[config.mk]
export PLATFORM = sky130hd
export DESIGN_NAME = prioritized_slot_table_top
export DESIGN_NICKNAME = d
export VERILOG_FILES = /design/src/rtl/pst_pkg.sv /design/src/rtl/pst_cell.sv /design/src/rtl/pst_scan.sv /design/src/rtl/prioritized_slot_table_top.sv
export SDC_FILE = /design/constraint.sdc
export NUM_CORES = 1
export LEC_CHECK = 0
export ABC_AREA = 1
export BUFFER_PORTS_ARGS = -buffer_cell sky130_fd_sc_hd__buf_4
export CAP_MARGIN = 20
export CORE_ASPECT_RATIO = 1.2
export CORE_MARGIN = 1
export CORE_UTILIZATION = 55
export DETAILED_ROUTE_END_ITERATION = 6
export PLACE_DENSITY = 0.82
export SLEW_MARGIN = 20
export SYNTH_ARGS = -nofsm -noshare
export SYNTH_HDL_FRONTEND = slang
export SYNTH_SLANG_ARGS = --single-unit
[constraint.sdc]
create_clock -name clk -period 5.4 [get_ports clk]
set_clock_uncertainty 0.2 [all_clocks]
set_input_delay 0 -clock clk [delete_from_list [all_inputs] [get_ports clk]]
set_output_delay 0 -clock clk [all_outputs]
set_load 0.01 [all_outputs]
[src/rtl/pst_pkg.sv]
// ----------------------------------------------------------------------------
// Prioritized slot table package
// Command and status codes, word layouts and control bundles.
// ----------------------------------------------------------------------------
package pst_pkg;

  localparam int unsigned SLOTS_DEF    = 8;
  localparam int unsigned MAX_PRIO_DEF = 31;

  localparam int unsigned ITEM_W  = 16;
  localparam int unsigned DEST_W  = 8;
  localparam int unsigned STEPS_W = 8;
  localparam int unsigned REQP_W  = 5;
  localparam int unsigned COUNT_W = 4;

  localparam logic [COUNT_W-1:0] COUNT_MAX  = '1;
  localparam logic [STEPS_W-1:0] NEAR_STEPS = STEPS_W'(3);

  typedef enum logic [2:0] {
    CMD_ADD    = 3'd0,
    CMD_ROUTE  = 3'd1,
    CMD_QUERY  = 3'd2,
    CMD_ACK    = 3'd3,
    CMD_CANCEL = 3'd4,
    CMD_FETCH  = 3'd5,
    CMD_REMOVE = 3'd6,
    CMD_COUNT  = 3'd7
  } pst_cmd_t;

  typedef enum logic [1:0] {
    ST_OK        = 2'd0,
    ST_FULL      = 2'd1,
    ST_NOT_FOUND = 2'd2
  } pst_status_t;

  typedef struct packed {
    pst_cmd_t            cmd;
    logic [ITEM_W-1:0]   item_id;
    logic [DEST_W-1:0]   dest_id;
    logic                has_transfer;
    logic [STEPS_W-1:0]  steps_left;
    logic [REQP_W-1:0]   req_priority;
    logic                force_recall;
    logic                carrier_notified;
  } pst_in_t;

  typedef struct packed {
    pst_status_t         status;
    logic                found;
    logic [ITEM_W-1:0]   out_item_id;
    logic [COUNT_W-1:0]  match_count;
    logic                has_room;
    logic                slot_freed;
  } pst_out_t;

  // One table entry without its priority, whose width follows a parameter.
  typedef struct packed {
    logic [ITEM_W-1:0]   item;
    logic [DEST_W-1:0]   dest;
    logic                pending;
  } pst_slot_t;

  typedef struct packed {
    logic load;
    logic step;
  } pst_cell_ctrl_t;

  typedef struct packed {
    logic clear;
    logic step;
    logic pass2;
  } pst_scan_ctrl_t;

  typedef struct packed {
    logic                found;
    logic                hit;
    logic                need_pass2;
    logic [COUNT_W-1:0]  match_count;
    logic [ITEM_W-1:0]   out_item_id;
  } pst_scan_res_t;

endpackage

[src/rtl/pst_cell.sv]
// ----------------------------------------------------------------------------
// Prioritized slot table: storage cell
// Holds one entry; takes its upper neighbor's entry, the recirculated head
// entry, or a newly added entry.
// ----------------------------------------------------------------------------
module pst_cell #(
  parameter int unsigned SLOTS        = pst_pkg::SLOTS_DEF,
  parameter int unsigned MAX_PRIORITY = pst_pkg::MAX_PRIO_DEF,
  parameter int unsigned IDX          = 0,
  localparam int unsigned IDX_W       = $clog2(SLOTS),
  localparam int unsigned PRIO_W      = $clog2(MAX_PRIORITY + 1)
) (
  input  logic                   clk,
  input  pst_pkg::pst_cell_ctrl_t ctrl,
  input  logic [IDX_W-1:0]       load_idx,
  input  logic [IDX_W-1:0]       tail,
  input  pst_pkg::pst_slot_t     ext_slot,
  input  logic [PRIO_W-1:0]      ext_prio,
  input  pst_pkg::pst_slot_t     next_slot,
  input  logic [PRIO_W-1:0]      next_prio,
  output pst_pkg::pst_slot_t     slot,
  output logic [PRIO_W-1:0]      prio
);
  import pst_pkg::*;

  localparam logic [IDX_W-1:0] MY_IDX = IDX_W'(IDX);

  logic take_ext;
  logic take_next;

  // The tail cell closes the ring; cells below it shift toward the head.
  assign take_ext  = (ctrl.load && (load_idx == MY_IDX)) || (ctrl.step && (tail == MY_IDX));
  assign take_next = ctrl.step && (MY_IDX < tail);

  always_ff @(posedge clk) begin
    if (take_ext) begin
      slot <= ext_slot;
      prio <= ext_prio;
    end else if (take_next) begin
      slot <= next_slot;
      prio <= next_prio;
    end
  end

endmodule

[src/rtl/pst_scan.sv]
// ----------------------------------------------------------------------------
// Prioritized slot table: head scanner
// Inspects the entry at the head of the ring each step, keeps the running
// selection and counts, and edits or drops the entry as it recirculates.
// ----------------------------------------------------------------------------
module pst_scan #(
  parameter int unsigned SLOTS        = pst_pkg::SLOTS_DEF,
  parameter int unsigned MAX_PRIORITY = pst_pkg::MAX_PRIO_DEF,
  localparam int unsigned IDX_W       = $clog2(SLOTS),
  localparam int unsigned PRIO_W      = $clog2(MAX_PRIORITY + 1)
) (
  input  logic                   clk,
  input  logic                   rst,
  input  pst_pkg::pst_scan_ctrl_t ctrl,
  input  pst_pkg::pst_in_t       cmd_word,
  input  logic [IDX_W-1:0]       idx,
  input  pst_pkg::pst_slot_t     head_slot,
  input  logic [PRIO_W-1:0]      head_prio,
  output pst_pkg::pst_slot_t     mod_slot,
  output logic [PRIO_W-1:0]      mod_prio,
  output logic                   drop,
  output pst_pkg::pst_scan_res_t res
);
  import pst_pkg::*;

  localparam logic [PRIO_W-1:0] PRIO_MAX = PRIO_W'(MAX_PRIORITY);

  logic               sel_valid;
  logic [IDX_W-1:0]   sel;
  logic [PRIO_W-1:0]  best;
  logic               hit;
  logic               query_found;
  logic [COUNT_W-1:0] count;
  logic [ITEM_W-1:0]  out_id;

  logic dest_hit;
  logic id_hit;
  logic at_sel;
  logic take;
  logic sel_cmd;

  assign dest_hit = (head_slot.dest == cmd_word.dest_id) && (cmd_word.dest_id != '0);
  assign id_hit   = (head_slot.item == cmd_word.item_id);
  assign at_sel   = sel_valid && (sel == idx);
  assign sel_cmd  = (cmd_word.cmd == CMD_ACK) || (cmd_word.cmd == CMD_CANCEL) ||
                    (cmd_word.cmd == CMD_FETCH);

  always_comb begin
    mod_slot = head_slot;
    mod_prio = head_prio;
    drop     = 1'b0;
    take     = 1'b0;
    if (ctrl.pass2) begin
      if (at_sel) begin
        unique case (cmd_word.cmd)
          CMD_ACK:    mod_slot.pending = 1'b0;
          CMD_CANCEL: mod_slot.pending = 1'b1;
          CMD_FETCH:  drop = 1'b1;
          default:    ;
        endcase
      end
    end else begin
      unique case (cmd_word.cmd)
        CMD_ROUTE: begin
          if (id_hit && !hit) begin
            if (cmd_word.dest_id == '0) begin
              mod_slot.dest    = '0;
              mod_slot.pending = 1'b1;
            end else if ((head_slot.dest != cmd_word.dest_id) || cmd_word.force_recall) begin
              mod_slot.dest    = cmd_word.dest_id;
              mod_slot.pending = !cmd_word.carrier_notified;
            end
          end
        end
        CMD_ACK: begin
          take = head_slot.pending && dest_hit && (!sel_valid || (head_prio > best));
          // Every new running maximum ages by one unless at the top priority.
          if (take && (head_prio != PRIO_MAX)) begin
            mod_prio = head_prio + 1'b1;
          end
        end
        CMD_CANCEL: take = !head_slot.pending && dest_hit && (!sel_valid || (head_prio < best));
        CMD_FETCH:  take = dest_hit && (!sel_valid || !head_slot.pending);
        CMD_REMOVE: drop = id_hit && !hit;
        default:    ;
      endcase
    end
  end

  always_ff @(posedge clk) begin
    if (rst || ctrl.clear) begin
      sel_valid   <= 1'b0;
      hit         <= 1'b0;
      query_found <= 1'b0;
      count       <= '0;
      out_id      <= '0;
    end else if (ctrl.step) begin
      if (take) begin
        sel_valid <= 1'b1;
        sel       <= idx;
        best      <= head_prio;
      end
      if (!ctrl.pass2 && id_hit &&
          ((cmd_word.cmd == CMD_ROUTE) || (cmd_word.cmd == CMD_REMOVE))) begin
        hit <= 1'b1;
      end
      if (!ctrl.pass2 && (cmd_word.cmd == CMD_QUERY) && dest_hit && head_slot.pending) begin
        query_found <= 1'b1;
      end
      if (!ctrl.pass2 && (cmd_word.cmd == CMD_COUNT) && dest_hit && (count != COUNT_MAX)) begin
        count <= count + 1'b1;
      end
      if (ctrl.pass2 && drop) begin
        out_id <= head_slot.item;
      end
    end
  end

  always_comb begin
    res.found       = (cmd_word.cmd == CMD_QUERY) ? query_found : (sel_cmd && sel_valid);
    res.hit         = hit;
    res.need_pass2  = sel_cmd && sel_valid;
    res.match_count = count;
    res.out_item_id = out_id;
  end

endmodule

[src/rtl/prioritized_slot_table_top.sv]
// ----------------------------------------------------------------------------
// Prioritized slot table: top level
// A compacted table of waiting items kept in a ring of cells that rotates
// past a single scanner; add, route, query, ack, cancel, fetch, remove, count.
// ----------------------------------------------------------------------------
//
//   Channel  Direction  Handshake              Word
//   in       input      in_valid / in_stall    pst_in_t  (one command)
//   out      output     out_valid / out_stall  pst_out_t (one result per command)
//
// An add writes its entry into the first free cell, if there is room, as it
// is accepted and goes to the finish state, which loads its result and frees
// the input. Other commands rotate the table past the head scanner once, and
// ack, cancel and fetch with a match once more, before the finish state.
// A result held by out_stall lets the next command run but holds it in its
// last cycle. Reset (rst, synchronous) empties the table and the output.
//
module prioritized_slot_table_top #(
  parameter int unsigned SLOTS        = pst_pkg::SLOTS_DEF,
  parameter int unsigned MAX_PRIORITY = pst_pkg::MAX_PRIO_DEF
) (
  input  logic             clk,
  input  logic             rst,
  input  logic             in_valid,
  output logic             in_stall,
  input  pst_pkg::pst_in_t  in_word,
  output logic             out_valid,
  input  logic             out_stall,
  output pst_pkg::pst_out_t out_word
);
  import pst_pkg::*;

  localparam int unsigned IDX_W  = $clog2(SLOTS);
  localparam int unsigned CNT_W  = $clog2(SLOTS + 1);
  localparam int unsigned PRIO_W = $clog2(MAX_PRIORITY + 1);
  localparam int unsigned SUM_W  = REQP_W + 1;
  localparam int unsigned CMP_W  = (SUM_W > PRIO_W) ? SUM_W : PRIO_W;

  localparam logic [CNT_W-1:0]  OCC_FULL   = CNT_W'(SLOTS);
  localparam logic [PRIO_W-1:0] PRIO_MAX   = PRIO_W'(MAX_PRIORITY);
  localparam logic [SUM_W-1:0]  BONUS_NEAR = SUM_W'(2);
  localparam logic [SUM_W-1:0]  BONUS_LAST = SUM_W'(1);

  typedef enum logic [3:0] {
    S_IDLE   = 4'b0001,
    S_PASS1  = 4'b0010,
    S_PASS2  = 4'b0100,
    S_FINISH = 4'b1000
  } state_t;

  state_t            state;
  logic [CNT_W-1:0]  occ;
  logic [CNT_W-1:0]  step_cnt;
  logic [IDX_W-1:0]  tail;
  pst_in_t           cmd_word;
  logic              add_full;

  logic              in_acc;
  logic              stepping;
  logic              out_free;
  logic [CNT_W-1:0]  occ_m1;
  logic              is_add;
  logic              has_space;

  pst_cell_ctrl_t    cell_ctrl;
  pst_scan_ctrl_t    scan_ctrl;
  pst_scan_res_t     scan_res;

  pst_slot_t         cell_slot [SLOTS];
  logic [PRIO_W-1:0] cell_prio [SLOTS];

  pst_slot_t         new_slot;
  logic [PRIO_W-1:0] new_prio;
  pst_slot_t         mod_slot;
  logic [PRIO_W-1:0] mod_prio;
  pst_slot_t         ext_slot;
  logic [PRIO_W-1:0] ext_prio;
  logic              drop;

  logic [SUM_W-1:0]  base_prio;
  logic [SUM_W-1:0]  sum_prio;

  pst_out_t          result;

  // The block works on one command at a time; the output register lets the
  // next one start while a result is still waiting.
  assign in_stall  = (state != S_IDLE);
  assign in_acc    = in_valid && !in_stall;
  assign out_free  = !out_valid || !out_stall;
  assign occ_m1    = occ - 1'b1;
  assign is_add    = (in_word.cmd == CMD_ADD);
  assign has_space = (occ < OCC_FULL);

  // A pass steps once per stored entry; the cycle with step_cnt at occupancy
  // closes the pass.
  assign stepping = ((state == S_PASS1) || (state == S_PASS2)) && (step_cnt != occ);

  // Priority of a new entry with a transfer: a bonus if near its end, plus the
  // request priority, saturated at the top priority; zero with no transfer.
  always_comb begin
    if (in_word.steps_left < NEAR_STEPS) begin
      base_prio = BONUS_NEAR;
    end else if (in_word.steps_left == NEAR_STEPS) begin
      base_prio = BONUS_LAST;
    end else begin
      base_prio = '0;
    end
    sum_prio = in_word.has_transfer ? (base_prio + SUM_W'(in_word.req_priority)) : '0;
    if (CMP_W'(sum_prio) > CMP_W'(MAX_PRIORITY)) begin
      new_prio = PRIO_MAX;
    end else begin
      new_prio = PRIO_W'(sum_prio);
    end
    new_slot.item    = in_word.item_id;
    new_slot.dest    = '0;
    new_slot.pending = 1'b0;
  end

  assign cell_ctrl.load = in_acc && is_add && has_space;
  assign cell_ctrl.step = stepping;

  // Adds write straight into the first free cell; during a pass the tail
  // cell takes the head entry back after the scanner has seen it.
  assign ext_slot = cell_ctrl.load ? new_slot : mod_slot;
  assign ext_prio = cell_ctrl.load ? new_prio : mod_prio;

  for (genvar k = 0; k < SLOTS; k++) begin : g_cell
    pst_slot_t         nxt_slot;
    logic [PRIO_W-1:0] nxt_prio;

    if (k == SLOTS - 1) begin : g_last
      assign nxt_slot = cell_slot[k];
      assign nxt_prio = cell_prio[k];
    end else begin : g_mid
      assign nxt_slot = cell_slot[k+1];
      assign nxt_prio = cell_prio[k+1];
    end

    pst_cell #(
      .SLOTS        (SLOTS),
      .MAX_PRIORITY (MAX_PRIORITY),
      .IDX          (k)
    ) u_cell (
      .clk       (clk),
      .ctrl      (cell_ctrl),
      .load_idx  (occ[IDX_W-1:0]),
      .tail      (tail),
      .ext_slot  (ext_slot),
      .ext_prio  (ext_prio),
      .next_slot (nxt_slot),
      .next_prio (nxt_prio),
      .slot      (cell_slot[k]),
      .prio      (cell_prio[k])
    );
  end

  assign scan_ctrl.clear = in_acc;
  assign scan_ctrl.step  = stepping;
  assign scan_ctrl.pass2 = (state == S_PASS2);

  // The entry at the head during step t is always the entry that sat at
  // index t when the pass began, even after a drop earlier in the pass.
  pst_scan #(
    .SLOTS        (SLOTS),
    .MAX_PRIORITY (MAX_PRIORITY)
  ) u_scan (
    .clk       (clk),
    .rst       (rst),
    .ctrl      (scan_ctrl),
    .cmd_word  (cmd_word),
    .idx       (step_cnt[IDX_W-1:0]),
    .head_slot (cell_slot[0]),
    .head_prio (cell_prio[0]),
    .mod_slot  (mod_slot),
    .mod_prio  (mod_prio),
    .drop      (drop),
    .res       (scan_res)
  );

  always_ff @(posedge clk) begin
    if (rst) begin
      state <= S_IDLE;
      occ   <= '0;
    end else begin
      unique case (state)
        S_IDLE: begin
          if (in_acc) begin
            cmd_word <= in_word;
            step_cnt <= '0;
            tail     <= occ_m1[IDX_W-1:0];
            if (is_add) begin
              add_full <= !has_space;
              if (has_space) begin
                occ <= occ + 1'b1;
              end
              state <= S_FINISH;
            end else begin
              state <= S_PASS1;
            end
          end
        end
        S_PASS1: begin
          if (stepping) begin
            step_cnt <= step_cnt + 1'b1;
            // A dropped entry shortens the ring from the next step on.
            if (drop) begin
              tail <= tail - 1'b1;
            end
          end else begin
            step_cnt <= '0;
            tail     <= occ_m1[IDX_W-1:0];
            if ((cmd_word.cmd == CMD_REMOVE) && scan_res.hit) begin
              occ <= occ_m1;
            end
            state <= scan_res.need_pass2 ? S_PASS2 : S_FINISH;
          end
        end
        S_PASS2: begin
          if (stepping) begin
            step_cnt <= step_cnt + 1'b1;
            if (drop) begin
              tail <= tail - 1'b1;
            end
          end else begin
            if (cmd_word.cmd == CMD_FETCH) begin
              occ <= occ_m1;
            end
            state <= S_FINISH;
          end
        end
        S_FINISH: begin
          if (out_free) begin
            state <= S_IDLE;
          end
        end
        default: state <= S_IDLE;
      endcase
    end
  end

  always_comb begin
    unique case (cmd_word.cmd)
      CMD_ADD:    result.status = add_full ? ST_FULL : ST_OK;
      CMD_ROUTE,
      CMD_REMOVE: result.status = scan_res.hit ? ST_OK : ST_NOT_FOUND;
      default:    result.status = ST_OK;
    endcase
    result.found       = scan_res.found;
    result.out_item_id = scan_res.out_item_id;
    result.match_count = scan_res.match_count;
    result.has_room    = has_space;
    result.slot_freed  = ((cmd_word.cmd == CMD_REMOVE) && scan_res.hit) ||
                         ((cmd_word.cmd == CMD_FETCH) && scan_res.found);
  end

  // Output register: a new result loads only once the previous word is taken.
  always_ff @(posedge clk) begin
    if (rst) begin
      out_valid <= 1'b0;
    end else if ((state == S_FINISH) && out_free) begin
      out_valid <= 1'b1;
    end else if (!out_stall) begin
      out_valid <= 1'b0;
    end
  end

  always_ff @(posedge clk) begin
    if ((state == S_FINISH) && out_free) begin
      out_word <= result;
    end
  end

endmodule

==> flow_summary_export.csv <==
group,metric,value,unit
outcome,status,"finished, final reports clean",
clock_tree,post_cts_buffers,0,
yosys,synthCells,1662,
timing,worstMarginPinSlew,1.091,ns
yosys,synth_cell_types,50,
yosys,synth_edf_count,310,
place,port-buffer-count,73,
worst_setup_path,reg2reg_from,"state[2]",
yosys,avgSynthCellArea,9.717,um2
yosys,ys_seq_area_share,61.61,%
pwr,p_comb_share,20.1,%
drt,viasPerCell,5.480,
grt,gr-usage-all-layers,25.35,%
yosys,synth_nets,1733,
final_layout,finalNetCount,1845,
worst_setup_path,critical_path.startpoint,"state[2]",
timing,setup_tns,0,ns
clock_tree,cts_htree_levels,2,
pwr,p_leak,7.870,nW
worst_setup_path,critical_path_class,"reg2reg",
hold_path,hp-class,"in2reg",
worst_setup_path,cp_max_fo,31,
grt,grt.overflow.total,0,
drt,drt_iter0_drc,1332,
final_layout,syn_to_final_growth,15.11,%
floorplanning,die_y,189.7,um
clock_tree,cts_buffers,36,
place,gp_congestion,0.9791,
flow_run,drv_cap,0,
timing,finalCritPeriodShare,61.58,%
floorplanning,rows,68,
yosys,synth_warnings,0,
worst_setup_path,reg2reg_slack,2.07,ns
pwr,power_density,398.5,nW/um2
worst_setup_path,r2r-end,"g_cell[3].u_cell.slot[17]",
pwr,swShare,29.76,%
pwr,switchingPower,0.002205,W
pwr,p_int,0.005204,W
pwr,seq_power_share,47.7,%
timing,finalWorstSetupSlack,2.075,ns
yosys,ys_top_cells_by_area,"edfxtp_1, nand2_1, dfxtp_1",
floorplanning,die_w,158.4,um
place,dp_worst_setup_slack,1.840,ns
final_layout,antenna_cells,0,
grt,grt_pass1_wl,59070,um
timing,drv_slew,0,
drt,drc,0,
timing,period_minus_slack,3.325,ns
yosys,synth.top_cell.area_share,57.64,%
drt,wl,36660,um
drt,vias,11970,
grt,grt_max_degree,69,
yosys,synth_top_area_cell,"edfxtp_1",
floorplanning,start_util,55.99,%
clock_tree,clock_latency,0.53,ns
worst_setup_path,rr_worst_depth,9,
grt,antenna_found_initial,0,
pwr,irDropWorstVdd,220.7,uV
yosys,synthArstFlopShare,0,%
clock_tree,cts_buffer_depth,3,
floorplanning,core_region_area,28840,um2
timing,clock.fmax,300.7,MHz
final_layout,final_cell_mix,"nand2_1, edfxtp_1, inv_1",
worst_setup_path,critPathRequiredTime,5.38,ns
drt,ant_nets,0,
final_layout,drive_gt1_share,13.00,%
drt,drtPass1Iterations,6,
grt,grt_pass1_vias,11730,
final_layout,layout_commonest_cell,"nand2_1",
timing,rsz0062_at_grt,"no",
yosys,mappedNetlistArea,16150,um2
floorplanning,ios,74,
place,dpl.hpwl,25040,um
worst_setup_path,setup.worst_path.end,"g_cell[3].u_cell.slot[17]",
clock_tree,clock-sinks,342,
worst_setup_path,start_kind,"flip-flop",
drt,wire_per_inst,16.78,um
worst_setup_path,crit_arrival,3.31,ns
yosys,yosys_register_bits,342,
yosys,yosys_most_used_dff,"edfxtp_1",
timing,finalSetupViolCount,0,
timing,finalHoldViolCount,0,
worst_setup_path,crit_path_end_kind,"flip-flop",
clock_tree,cts_tree,"done",
timing,max_slew_margin,27.15,%
clock_tree,root_buffer,"clkbuf_16",
clock_tree,clkSlewWorstSetupHoldPaths,0.06,ns
floorplanning,dieArea,30050,um2
final_layout,final_core_util,64.45,%
pwr,pwr-share-clk,32.1,%
## Yosys cell counts (2+ instances only)
cell type	n
and3_1	8
inv_2	26
or2_2	2
xor2_1	14
a21oi_1	33
o21ai_1	9
and2_1	3
buf_2	46
nand3_2	3
nor2_4	6
o21ai_2	16
edfxtp_1	310
nand2_1	732
dfxtp_1	32
nor2_2	6
nand2_4	17
inv_1	99
o21ai_0	35
nand3_1	52
nand4_1	71
clkbuf_1	5
buf_6	3
o211ai_1	2
nor3_1	14
ha_1	23
nor2_1	52
a211oi_1	2
nor4_1	3
xnor2_1	4
nand2_2	8
buf_4	7
## stage by stage
stage | total power [W] | hold WS, ns | cell area [um2] | instances
detailed placement | 0.005011 | -0.01963 | 16980 | 2073
finish | 0.007408 | 0.01247 | 18590 | 2185
global route | 0.007727 | 0.003768 | 18590 | 2185
CTS | 0.007412 | 0.0004888 | 18580 | 2185
global placement | 0.004947 | -0.02166 | 16970 | 2073
floorplan | 0.004554 | -0.1011 | 16150 | 1662
## sequential cells by signal, indices dropped and copies added, names as in the netlist, 4 cells and up
register and cells:
u_scan.best 5, state 4, occ 4, u_scan.count 4
out_word 25, g_cell.u_cell.slot 200, cmd_word 29, g_cell.u_cell.prio 40
u_scan.out_id 16, step_cnt 4
## critical path, stage by stage, from the launching register on
cell     delay (ns)
dfxtp_1        0.41
nand4_2        0.31
nand2_2        0.26
nand2_4        0.13
inv_2          0.15
nand4_1        0.13
nand2_2        0.47
inv_2          0.38
o21ai_2        0.16
buf_4          0.35
## cell families (layout without fill, tap and decap cells)
kind of cell,after synthesis,count (layout),share of synthesized area (%)
buffers and inverters,187,325,5.005
flip-flops,342,342,61.61
AND/OR/NAND/NOR,987,987,26.72
XOR/XNOR,18,18,0.9762
adder cells (fa/ha/maj),24,24,1.906
AO/OA/AOI/OAI,104,104,3.781
## power groups by stage
| stage | registers [W] | clock network [W] | logic, W |
|---|---|---|---|
| final | 0.00354 | 0.00238 | 0.00149 |
| after detailed placement | 0.00359 | 0 | 0.00142 |
| after floorplan | 0.00355 | 0 | 0.00100 |
| after global placement | 0.00358 | 0 | 0.00137 |
| after global routing | 0.00357 | 0.00250 | 0.00166 |
| after CTS | 0.00354 | 0.00240 | 0.00147 |
## worst min-delay path by stage
stage / from / end / slack, ns / cells past startpoint
floorplan: in_word[0] / cmd_word[0] / -0.10 / 0
detailed placement: in_word[21] / cmd_word[21] / -0.02 / 1
CTS: in_word[31] / cmd_word[31] / 0.0005 / 2
global route: in_word[34] / cmd_word[34] / 0.004 / 2
finish: in_word[42] / cmd_word[42] / 0.01 / 2
global placement: in_word[0] / cmd_word[0] / -0.02 / 1
## area by class of cell
cell class,instances,area (um2)
Fill cell,2139,10250
Sequential cell,342,9950
Multi-Input combinational cell,1133,5424
Timing Repair Buffer,136,1141
Clock buffer,50,963.4
Tap cell,385,481.7
Inverter,125,469.2
Clock inverter,14,160.2
## layer usage
metal	global-route usage, %	up-vias	wire length [um]
met4	12.06	0	1695
met5	0	-	0
met2	43.10	547	18110
li1	-	5761	-
met3	3.781	124	2698
met1	31.61	5541	14160
## what timing repair did
action | in CTS | in global routing
setup endpoints to repair | 0 | 0
hold buffers | 48 | 0
hold endpoints to repair | 210 | 0
gates resized for setup | 0 | 0
No activity file was read; power rests on OpenSTA's default activity.
